==> src/rtl/core/rgbhsv_pkg.sv <==
// shared types and constants for the rgb to hsv converter
`default_nettype none
package rgbhsv_pkg;
    localparam int unsigned CH_W     = 8;
    localparam int unsigned HUE_W    = 15;
    localparam int unsigned PCT_W    = 13;
    localparam int unsigned QDEPTH   = 4;
    localparam int unsigned QUO_W    = 16;
    localparam int unsigned NUM_W    = 24;

    typedef enum logic [1:0] {
        SEC_RED   = 2'd0,
        SEC_GREEN = 2'd1,
        SEC_BLUE  = 2'd2,
        SEC_GREY  = 2'd3
    } sector_t;

    // classified pixel passed from front to back
    typedef struct packed {
        logic [CH_W-1:0]  mx;
        logic [CH_W-1:0]  d;
        logic [CH_W-1:0]  p;
        logic [CH_W-1:0]  q;
        sector_t          sector;
    } cls_t;

    // result item
    typedef struct packed {
        logic [HUE_W-1:0] hue;
        logic [PCT_W-1:0] sat;
        logic [PCT_W-1:0] val;
    } res_t;
endpackage
`default_nettype wire

==> src/rtl/core/rgbhsv_front.sv <==
// front stage: max, min and sector classification
`default_nettype none
module rgbhsv_front (
    input  wire logic                        clk,
    input  wire logic                        rst_n,
    input  wire logic [rgbhsv_pkg::CH_W-1:0] red,
    input  wire logic [rgbhsv_pkg::CH_W-1:0] green,
    input  wire logic [rgbhsv_pkg::CH_W-1:0] blue,
    input  wire logic                        in_valid,
    output logic                             in_ready,
    output rgbhsv_pkg::cls_t                 cls,
    output logic                             cls_valid,
    input  wire logic                        cls_ready
);
    rgbhsv_pkg::cls_t cls_reg, cls_next;
    logic             vld_reg;
    logic [rgbhsv_pkg::CH_W-1:0] mx, mn;

    assign in_ready  = !vld_reg || cls_ready;
    assign cls       = cls_reg;
    assign cls_valid = vld_reg;

    always_comb
    begin
        mx = red;
        mn = red;
        if (green > mx) mx = green;
        if (blue > mx)  mx = blue;
        if (green < mn) mn = green;
        if (blue < mn)  mn = blue;
        cls_next.mx = mx;
        cls_next.d  = mx - mn;
        if (mx == mn)
        begin
            cls_next.sector = rgbhsv_pkg::SEC_GREY;
            cls_next.p = green;
            cls_next.q = blue;
        end
        else if (mx == red)
        begin
            cls_next.sector = rgbhsv_pkg::SEC_RED;
            cls_next.p = green;
            cls_next.q = blue;
        end
        else if (mx == green)
        begin
            cls_next.sector = rgbhsv_pkg::SEC_GREEN;
            cls_next.p = blue;
            cls_next.q = red;
        end
        else
        begin
            cls_next.sector = rgbhsv_pkg::SEC_BLUE;
            cls_next.p = red;
            cls_next.q = green;
        end
    end

    always_ff @(posedge clk or negedge rst_n)
    begin
        if (!rst_n)
            vld_reg <= 1'b0;
        else if (in_ready)
            vld_reg <= in_valid;
    end

    always_ff @(posedge clk)
    begin
        if (in_ready && in_valid)
            cls_reg <= cls_next;
    end
endmodule
`default_nettype wire

==> src/rtl/core/rgbhsv_queue.sv <==
// small fifo between front and back
`default_nettype none
module rgbhsv_queue #(
    parameter int unsigned DEPTH = rgbhsv_pkg::QDEPTH
) (
    input  wire logic       clk,
    input  wire logic       rst_n,
    input  rgbhsv_pkg::cls_t wr_data,
    input  wire logic       wr_valid,
    output logic            wr_ready,
    output rgbhsv_pkg::cls_t rd_data,
    output logic            rd_valid,
    input  wire logic       rd_ready
);
    localparam int unsigned AW = (DEPTH > 1) ? $clog2(DEPTH) : 1;
    rgbhsv_pkg::cls_t mem [DEPTH];
    logic [AW-1:0] wp_reg, rp_reg;
    logic [AW:0]   cnt_reg;
    logic          wr_en, rd_en;

    assign wr_ready = (cnt_reg != (AW+1)'(DEPTH));
    assign rd_valid = (cnt_reg != '0);
    assign wr_en    = wr_valid && wr_ready;
    assign rd_en    = rd_valid && rd_ready;
    assign rd_data  = mem[rp_reg];

    always_ff @(posedge clk or negedge rst_n)
    begin
        if (!rst_n)
        begin
            wp_reg  <= '0;
            rp_reg  <= '0;
            cnt_reg <= '0;
        end
        else
        begin
            if (wr_en)
                wp_reg <= (wp_reg == AW'(DEPTH-1)) ? '0 : wp_reg + 1'b1;
            if (rd_en)
                rp_reg <= (rp_reg == AW'(DEPTH-1)) ? '0 : rp_reg + 1'b1;
            cnt_reg <= cnt_reg + (AW+1)'(wr_en) - (AW+1)'(rd_en);
        end
    end

    always_ff @(posedge clk)
    begin
        if (wr_en)
            mem[wp_reg] <= wr_data;
    end

`ifndef NO_ASSERTIONS
    a_no_overflow: assert property (@(posedge clk) disable iff (!rst_n)
        cnt_reg <= (AW+1)'(DEPTH)) else $error("queue count overflow");
    a_empty_ptrs: assert property (@(posedge clk) disable iff (!rst_n)
        (cnt_reg == '0) |-> (wp_reg == rp_reg)) else $error("pointer mismatch");
    a_full_ptrs: assert property (@(posedge clk) disable iff (!rst_n)
        (cnt_reg == (AW+1)'(DEPTH)) |-> (wp_reg == rp_reg))
        else $error("pointer mismatch when full");
`endif
endmodule
`default_nettype wire

==> src/rtl/core/rgbhsv_back.sv <==
// back pipeline: pipelined dividers for hue and saturation, value by reciprocal
`default_nettype none
module rgbhsv_back (
    input  wire logic        clk,
    input  wire logic        rst_n,
    input  rgbhsv_pkg::cls_t cls,
    input  wire logic        cls_valid,
    output logic             cls_ready,
    output rgbhsv_pkg::res_t res,
    output logic             res_valid,
    input  wire logic        res_ready
);
    localparam int unsigned NW = rgbhsv_pkg::NUM_W;
    localparam int unsigned QW = rgbhsv_pkg::QUO_W;
    localparam int unsigned CW = rgbhsv_pkg::CH_W;
    // restoring division, two quotient bits per stage
    localparam int unsigned BPS    = 2;
    localparam int unsigned NSTAGE = QW / BPS;
    localparam int unsigned LAST   = NSTAGE + 1;

    typedef struct packed {
        logic [NW-1:0] hnum;
        logic [NW-1:0] snum;
        logic [CW-1:0] d;
        logic [CW-1:0] mx;
        logic [CW:0]   hrem;
        logic [CW:0]   srem;
        logic [QW-1:0] hq;
        logic [QW-1:0] sq;
        logic [rgbhsv_pkg::PCT_W-1:0] val;
        logic          grey;
        logic          black;
    } stg_t;

    stg_t          st_reg [LAST];
    logic [LAST-1:0] v_reg;
    rgbhsv_pkg::res_t res_reg;
    logic          rv_reg;
    logic          adv;
    stg_t          s0_next;
    stg_t          st_next [LAST];
    logic [NW-1:0] base;
    logic [NW-1:0] hnum_full, snum_full;
    logic [13:0]   pl, ql;
    logic [21:0]   mxl;
    logic [QW:0]   hue_w;

    assign adv       = !rv_reg || res_ready;
    assign cls_ready = adv;
    assign res       = res_reg;
    assign res_valid = rv_reg;

    // stage 0: numerators, value via multiply by reciprocal
    // numerators are below 2^16 times divisor: skip leading 8 bits
    // (stage 0 pre-shifts by putting top byte into the remainder)
    always_comb
    begin
        unique case (cls.sector)
            rgbhsv_pkg::SEC_GREEN: base = NW'(7680);
            rgbhsv_pkg::SEC_BLUE:  base = NW'(15360);
            default:               base = NW'(23040);
        endcase
        pl = {cls.p, 6'd0} - 14'({cls.p, 2'd0});
        ql = {cls.q, 6'd0} - 14'({cls.q, 2'd0});
        hnum_full     = base * NW'(cls.d) + NW'({pl, 6'd0}) - NW'({ql, 6'd0});
        snum_full     = NW'(cls.d) * NW'(6400);
        s0_next       = '0;
        s0_next.hrem  = {1'b0, hnum_full[NW-1 -: CW]};
        s0_next.srem  = {1'b0, snum_full[NW-1 -: CW]};
        s0_next.hnum  = {hnum_full[NW-CW-1:0], CW'(0)};
        s0_next.snum  = {snum_full[NW-CW-1:0], CW'(0)};
        s0_next.d     = cls.d;
        s0_next.mx    = cls.mx;
        // mx*6400/255 = floor(mx*6400*257/65535); exact for mx<=255
        mxl           = 22'(cls.mx) * 22'(6400);
        s0_next.val   = rgbhsv_pkg::PCT_W'((mxl + 22'(mxl >> 8) + 22'(mxl >> 16)
                        + 22'd1) >> 8 >> 0) ;
        s0_next.grey  = (cls.sector == rgbhsv_pkg::SEC_GREY);
        s0_next.black = (cls.mx == '0);
    end

    always_comb
    begin
        logic [CW+1:0] hr, sr;
        logic [CW+1:0] ht, stt;
        st_next[0] = s0_next;
        for (int s = 1; s < LAST; s++)
        begin
            st_next[s] = st_reg[s-1];
            hr = {1'b0, st_reg[s-1].hrem};
            sr = {1'b0, st_reg[s-1].srem};
            for (int b = 0; b < BPS; b++)
            begin
                hr = {hr[CW:0], st_next[s].hnum[NW-1]};
                st_next[s].hnum = {st_next[s].hnum[NW-2:0], 1'b0};
                ht = hr - {2'b0, st_reg[s-1].d};
                if (!ht[CW+1])
                    hr = ht;
                st_next[s].hq = {st_next[s].hq[QW-2:0], !ht[CW+1]};
                sr = {sr[CW:0], st_next[s].snum[NW-1]};
                st_next[s].snum = {st_next[s].snum[NW-2:0], 1'b0};
                stt = sr - {2'b0, st_reg[s-1].mx};
                if (!stt[CW+1])
                    sr = stt;
                st_next[s].sq = {st_next[s].sq[QW-2:0], !stt[CW+1]};
            end
            st_next[s].hrem = hr[CW:0];
            st_next[s].srem = sr[CW:0];
        end
    end

    always_ff @(posedge clk or negedge rst_n)
    begin
        if (!rst_n)
        begin
            v_reg  <= '0;
            rv_reg <= 1'b0;
        end
        else if (adv)
        begin
            v_reg  <= {v_reg[LAST-2:0], cls_valid};
            rv_reg <= v_reg[LAST-1];
        end
    end

    always_ff @(posedge clk)
    begin
        if (adv)
        begin
            st_reg[0] <= s0_next;
            for (int s = 1; s < LAST; s++)
                st_reg[s] <= st_next[s];
            res_reg.hue <= st_reg[LAST-1].grey ? '0 :
                           rgbhsv_pkg::HUE_W'((hue_w >= (QW+1)'(23040)) ?
                           hue_w - (QW+1)'(23040) : hue_w);
            res_reg.sat <= st_reg[LAST-1].black ? '0 :
                           rgbhsv_pkg::PCT_W'(st_reg[LAST-1].sq);
            res_reg.val <= st_reg[LAST-1].val;
        end
    end

    assign hue_w = {1'b0, st_reg[LAST-1].hq};

`ifndef NO_ASSERTIONS
    a_hold: assert property (@(posedge clk) disable iff (!rst_n)
        (res_valid && !res_ready) |=> (res_valid && $stable(res)))
        else $error("result changed while stalled");
    a_range: assert property (@(posedge clk) disable iff (!rst_n)
        res_valid |-> (res.hue < rgbhsv_pkg::HUE_W'(23040) &&
        res.sat <= rgbhsv_pkg::PCT_W'(6400) && res.val <= rgbhsv_pkg::PCT_W'(6400)))
        else $error("result out of range");
    a_grey: assert property (@(posedge clk) disable iff (!rst_n)
        (adv && v_reg[LAST-1] && st_reg[LAST-1].grey) |=> (res.hue == '0))
        else $error("grey pixel with nonzero hue");
`endif
endmodule
`default_nettype wire

==> src/rtl/core/rgb_to_hsv_converter.sv <==
// top level of the rgb to hsv pixel converter
`default_nettype none
// Converts one 8-bit rgb pixel per item into hue (1/64 degree, 0..23039),
// saturation and brightness (1/64 percent, 0..6400), each floored. A front
// stage finds max, min and the hue sector and registers max, max-min and
// the sector; a four-entry queue decouples it from the back pipeline, which
// runs two restoring divisions (hue and saturation) at two quotient bits per
// stage. One item is accepted every cycle while the output is not stalled;
// a result passes the front register, the queue, nine back stages and the
// output register. Grey pixels give hue 0 and black pixels saturation 0.
module rgb_to_hsv_converter #(
    parameter int unsigned QUEUE_DEPTH = rgbhsv_pkg::QDEPTH
) (
    input  wire logic                         clk,
    input  wire logic                         rst_n,
    input  wire logic                         in_valid,
    output logic                              in_ready,
    input  wire logic [rgbhsv_pkg::CH_W-1:0]  red,
    input  wire logic [rgbhsv_pkg::CH_W-1:0]  green,
    input  wire logic [rgbhsv_pkg::CH_W-1:0]  blue,
    output logic                              out_valid,
    input  wire logic                         out_ready,
    output logic [rgbhsv_pkg::HUE_W-1:0]      hue,
    output logic [rgbhsv_pkg::PCT_W-1:0]      saturation,
    output logic [rgbhsv_pkg::PCT_W-1:0]      brightness
);
    rgbhsv_pkg::cls_t f_cls, q_cls;
    logic             f_valid, f_ready, q_valid, q_ready;
    rgbhsv_pkg::res_t res;

    // front: classify
    rgbhsv_front u_front (
        .clk, .rst_n, .red, .green, .blue,
        .in_valid, .in_ready,
        .cls(f_cls), .cls_valid(f_valid), .cls_ready(f_ready)
    );

    // decoupling queue
    rgbhsv_queue #(.DEPTH(QUEUE_DEPTH)) u_queue (
        .clk, .rst_n,
        .wr_data(f_cls), .wr_valid(f_valid), .wr_ready(f_ready),
        .rd_data(q_cls), .rd_valid(q_valid), .rd_ready(q_ready)
    );

    // back: dividers
    rgbhsv_back u_back (
        .clk, .rst_n,
        .cls(q_cls), .cls_valid(q_valid), .cls_ready(q_ready),
        .res, .res_valid(out_valid), .res_ready(out_ready)
    );

    assign hue        = res.hue;
    assign saturation = res.sat;
    assign brightness = res.val;
endmodule
`default_nettype wire

==> config.mk <==
export PLATFORM = sky130hd
export DESIGN_NAME = rgb_to_hsv_converter
export DESIGN_NICKNAME = d
export VERILOG_FILES = /design/src/rtl/core/rgbhsv_pkg.sv /design/src/rtl/core/rgbhsv_front.sv /design/src/rtl/core/rgbhsv_queue.sv /design/src/rtl/core/rgbhsv_back.sv /design/src/rtl/core/rgb_to_hsv_converter.sv
export SDC_FILE = /design/constraint.sdc
export NUM_CORES = 2
export LEC_CHECK = 0
export ABC_AREA = 0
export BUFFER_PORTS_ARGS = -buffer_cell sky130_fd_sc_hd__buf_4
export CAP_MARGIN = 30
export CORE_ASPECT_RATIO = 1.25
export CORE_UTILIZATION = 55
export CTS_CLUSTER_DIAMETER = 40
export DETAILED_ROUTE_END_ITERATION = 12
export HOLD_SLACK_MARGIN = 0.06
export PLACE_DENSITY_LB_ADDON = 0.12
export SYNTH_ARGS = -nofsm -noshare
export SYNTH_HDL_FRONTEND = slang
export SYNTH_SLANG_ARGS = --single-unit
==> constraint.sdc <==
create_clock -name clk -period 36 [get_ports clk]
set_input_delay 7.2 -clock clk [delete_from_list [all_inputs] [get_ports clk]]
set_output_delay 7.2 -clock clk [all_outputs]
set_load 0.05 [all_outputs]
==> impl_metrics.env <==
export IMPL_wirelength_um=78400
export IMPL_layout_commonest_cell="sky130_fd_sc_hd__edfxtp_1"
export IMPL_synth_edff_count=763
export IMPL_max_cap_violations=0
export IMPL_cts_sink_count=781
export IMPL_cp_max_fo=25
export IMPL_tightest_slew_ps=964
export IMPL_hold_path_startpoint="u_back.st_reg[0][1]$_DFFE_PN_"
export IMPL_finalWorstPathRequiredPeriod_ps=12260
export IMPL_tritoncts_num_buffers=105
export IMPL_maxSlewHeadroom_pct=35.7
export IMPL_synth_top_area_share_pct=50.2
export IMPL_global_route_overflow_total=0
export IMPL_globalplace_congestion=0.871
export IMPL_main_combinational_cell_family_by_area_after_synthesis="adder cells"
export IMPL_vias_per_cell=5.43
export IMPL_wire_length_of_the_first_global_routing_pass_um=130000
export IMPL_first_global_vias=27900
export IMPL_reg2reg_depth=24
export IMPL_cp_peak_stage_delay_ps=660
export IMPL_dr_pass1_iters=5
export IMPL_clockRootBuffer="sky130_fd_sc_hd__clkbuf_16"
export IMPL_clkLatencyLatePin_ps=670
export IMPL_dpl_hpwl_um=58300
export IMPL_ys_types=84
export IMPL_post_cts_setup_buffer_count=0
export IMPL_synth_fp_nets=4188
export IMPL_synth_area_mux_share_pct=8.00
export IMPL_fillers=6382
export IMPL_synthSimpleGateAreaFrac_pct=8.04
export IMPL_globalRouteTotalUtil_pct=19.1
export IMPL_die_width_um=260
export IMPL_grt_max_degree=154
export IMPL_slew_viol_final=0
export IMPL_tritoncts="built"
export IMPL_hold_depth=0
export IMPL_core_region_area_mm2=0.0818
export IMPL_worst_path_arrival_time_ps=12670
export IMPL_sequential_standard_cell_area_mm2=0.0234
export IMPL_r2r_setup_slack_ps=28280
export IMPL_cp_slowest_cell="sky130_fd_sc_hd__a21oi_2"
export IMPL_cts_reportedPaths_clkPinSlew_ps=60
export IMPL_final_setup_worst_slack_ps=23740
export IMPL_cts_htree_levels=3
export IMPL_layout_cells_most_common_list="763 x sky130_fd_sc_hd__edfxtp_1, 414 x sky130_fd_sc_hd__inv_1, 405 x sky130_fd_sc_hd__ha_1, 259 x sky130_fd_sc_hd__nor2_1, 197 x sky130_fd_sc_hd__mux2_2"
export IMPL_nNetsFinal=4347
export IMPL_cts_hold_fix_buffers=0
export IMPL_critical_path_startpoint_type="primary input"
export IMPL_syn_avg_cell_area_um2=12.4
export IMPL_layout_worst_path_cycle_share_pct=34.0
export IMPL_worst_hold_path_endpoint="u_back.st_reg[0][126]$_DFFE_PN_"
export IMPL_ys_seq_area_share_pct=51.2
export IMPL_quantity_of_i_o_buffers_inserted_on_ports=70
export IMPL_synth_fa_ha_area_share_pct=14.1
export IMPL_critPathTopFamily="compound AO/OA/AOI/OAI gates"
export IMPL_utilization_pct=62.6
export IMPL_layout_drive_gt1_share_pct=14.6
export IMPL_syn2layout_area_growth_pct=12.3
export IMPL_synth_ff_latch_count=781
export IMPL_postCtsResizedCells=0
export IMPL_ys_top_cells_by_area="sky130_fd_sc_hd__edfxtp_1 50%, sky130_fd_sc_hd__ha_1 11%, sky130_fd_sc_hd__mux2_2 4.9%, sky130_fd_sc_hd__inv_1 3.4%, sky130_fd_sc_hd__fa_1 3.0%"
export IMPL_detail_route_antenna_nets=0
export IMPL_clockBufferDepth=3
export IMPL_dieHeight_um=324
export IMPL_min_path_type="reg -> reg"
export IMPL_timing_setup_critical_path_class="in -> reg"
export IMPL_placement_setup_worst_slack_ps=23040
export IMPL_hold_viol_final=0
export IMPL_cp_required_ps=36410
export IMPL_multi_input_area_mm2=0.0205
export IMPL_run_status="finished, final reports clean"
export IMPL_worstReg2RegEnd="u_back.st_reg[0][63]$_DFFE_PN_"
export IMPL_wl_per_cell_um=15.6
export IMPL_synth_main_ff_cell="sky130_fd_sc_hd__edfxtp_1"
export IMPL_synthesis_yosys_warnings=0
export IMPL_final_setup_skew_ps=22.5
export IMPL_num_antenna_cells=0
export IMPL_largest_register_ffs=552
export IMPL_antenna_found_initial=0
export IMPL_finalSetupViolCount=0
export IMPL_rows=117
export IMPL_synthesis_instances=3687
export IMPL_vias=27200
export IMPL_drc_errors=0
export IMPL_synth_xor_xnor_area_share_pct=5.15
export IMPL_synthesis_area_mm2=0.0456
export IMPL_grt_setup_unrepaired="no"
export IMPL_synth_compound_area_share_pct=9.61
export IMPL_io_pins=71
export IMPL_crit_reg2reg_launch="u_queue.rp_reg[0]$_DFFE_PN0P_"
export IMPL_fmax_ghz=0.0816
export IMPL_drt_iter0_markers=1216
export IMPL_async_flop_share_pct=2.30
export IMPL_worst_path_most_repeated_cell="sky130_fd_sc_hd__a21oi_1"
export IMPL_timing_critical_path_buf_inv=3
export IMPL_floorplan_die_area_mm2=0.0841
export IMPL_finalSetupTns_ps=0
export IMPL_crit_path_end_kind="register"
export IMPL_floorplan_initialDensity_pct=55.7
export IMPL_yosys_area_top_type="sky130_fd_sc_hd__edfxtp_1"
logic make-up after synthesis:
logic type                 after synthesis
muxes                                  300
xor gates and xnor gates               250
AOI/OAI and AO/OA                      667
DFF                                    781
adders and majority gates              473
and+or+nand+nor                        756
buffers and inverters                  460
layout make-up:
| type | count | share of cell area (%) |
|---|---|---|
| repair buffers | 98 | 1.54 |
| multi-input cells | 2446 | 40.0 |
| flip-flops and latches | 781 | 45.6 |
| clock buffers | 113 | 5.23 |
| well taps | 1071 | 2.62 |
| inverters | 414 | 3.03 |
| clock inverters | 87 | 1.95 |
synth_stat cells, types with 34 or more instances:
library cell	instances
sky130_fd_sc_hd__edfxtp_1	763
sky130_fd_sc_hd__inv_1	414
sky130_fd_sc_hd__ha_1	405
sky130_fd_sc_hd__nor2_1	259
sky130_fd_sc_hd__mux2_2	197
sky130_fd_sc_hd__a21oi_1	159
sky130_fd_sc_hd__xnor2_1	154
sky130_fd_sc_hd__nand2_1	141
sky130_fd_sc_hd__o21ai_0	126
sky130_fd_sc_hd__nor2b_1	91
sky130_fd_sc_hd__xor2_1	82
sky130_fd_sc_hd__a21o_1	80
sky130_fd_sc_hd__nor3_1	69
sky130_fd_sc_hd__fa_1	68
sky130_fd_sc_hd__mux2i_1	68
sky130_fd_sc_hd__o21a_1	52
sky130_fd_sc_hd__and2_1	40
sky130_fd_sc_hd__nand2b_1	39
sky130_fd_sc_hd__o21ai_1	34
worst max-delay path by stage:
stage | startpoint | endpoint | slack, ps | cells past startpoint
6_report | red[5] | u_front.cls[25]$_DFFE_PP_ | 23740 | 26
5_1_grt | red[5] | u_front.cls[25]$_DFFE_PP_ | 23200 | 26
4_1_cts | red[5] | u_front.cls[25]$_DFFE_PP_ | 23750 | 26
3_5_place_dp | red[5] | u_front.cls[25]$_DFFE_PP_ | 23040 | 26
3_3_place_gp | red[5] | u_front.cls[25]$_DFFE_PP_ | 23130 | 26
2_1_floorplan | out_ready | u_back.v_reg[1]$_DFFE_PN0N_ | 10150 | 3
through the flow:
step,cells,hold slack [ps],cell area (um2)
after floorplan,3687,400,45600
after global placement,4808,401,47500
after detailed placement,4808,405,47500
after CTS,5008,406,51200
after global routing,5010,411,51200
final,5010,409,51200
worst register-to-register path: stages (launching register included):
cell and delay [ps]:
sky130_fd_sc_hd__dfrtp_2 340, sky130_fd_sc_hd__buf_4 540, sky130_fd_sc_hd__mux4_2 680, sky130_fd_sc_hd__ha_1 650, sky130_fd_sc_hd__nand2b_1 200, sky130_fd_sc_hd__fa_1 440
sky130_fd_sc_hd__fa_1 560, sky130_fd_sc_hd__inv_1 60, sky130_fd_sc_hd__fa_1 530, sky130_fd_sc_hd__inv_1 60, sky130_fd_sc_hd__fa_1 530, sky130_fd_sc_hd__inv_1 40
sky130_fd_sc_hd__ha_1 320, sky130_fd_sc_hd__a21boi_0 130, sky130_fd_sc_hd__o21ai_0 250, sky130_fd_sc_hd__nand2b_1 110, sky130_fd_sc_hd__xnor2_1 350, sky130_fd_sc_hd__fa_1 480
sky130_fd_sc_hd__inv_1 70, sky130_fd_sc_hd__ha_1 200, sky130_fd_sc_hd__nor3_1 80, sky130_fd_sc_hd__a211oi_1 440, sky130_fd_sc_hd__a211o_1 200, sky130_fd_sc_hd__a21oi_1 70
sky130_fd_sc_hd__xnor2_1 130
layer usage:
metal	routed length (um)	global-route usage, %	up-vias	share of wire (%)
met1	30000	19.5	13100	38
met4	2100	6.65	0	2.7
li1	-	-	13700	-
met5	0	0	-	0
met2	44200	38.5	291	56
met3	2140	2.83	145	2.7
Power is left out: the tool's default activity adds up to more than one toggle a clock period on the data nets, which glitch-free logic cannot reach.
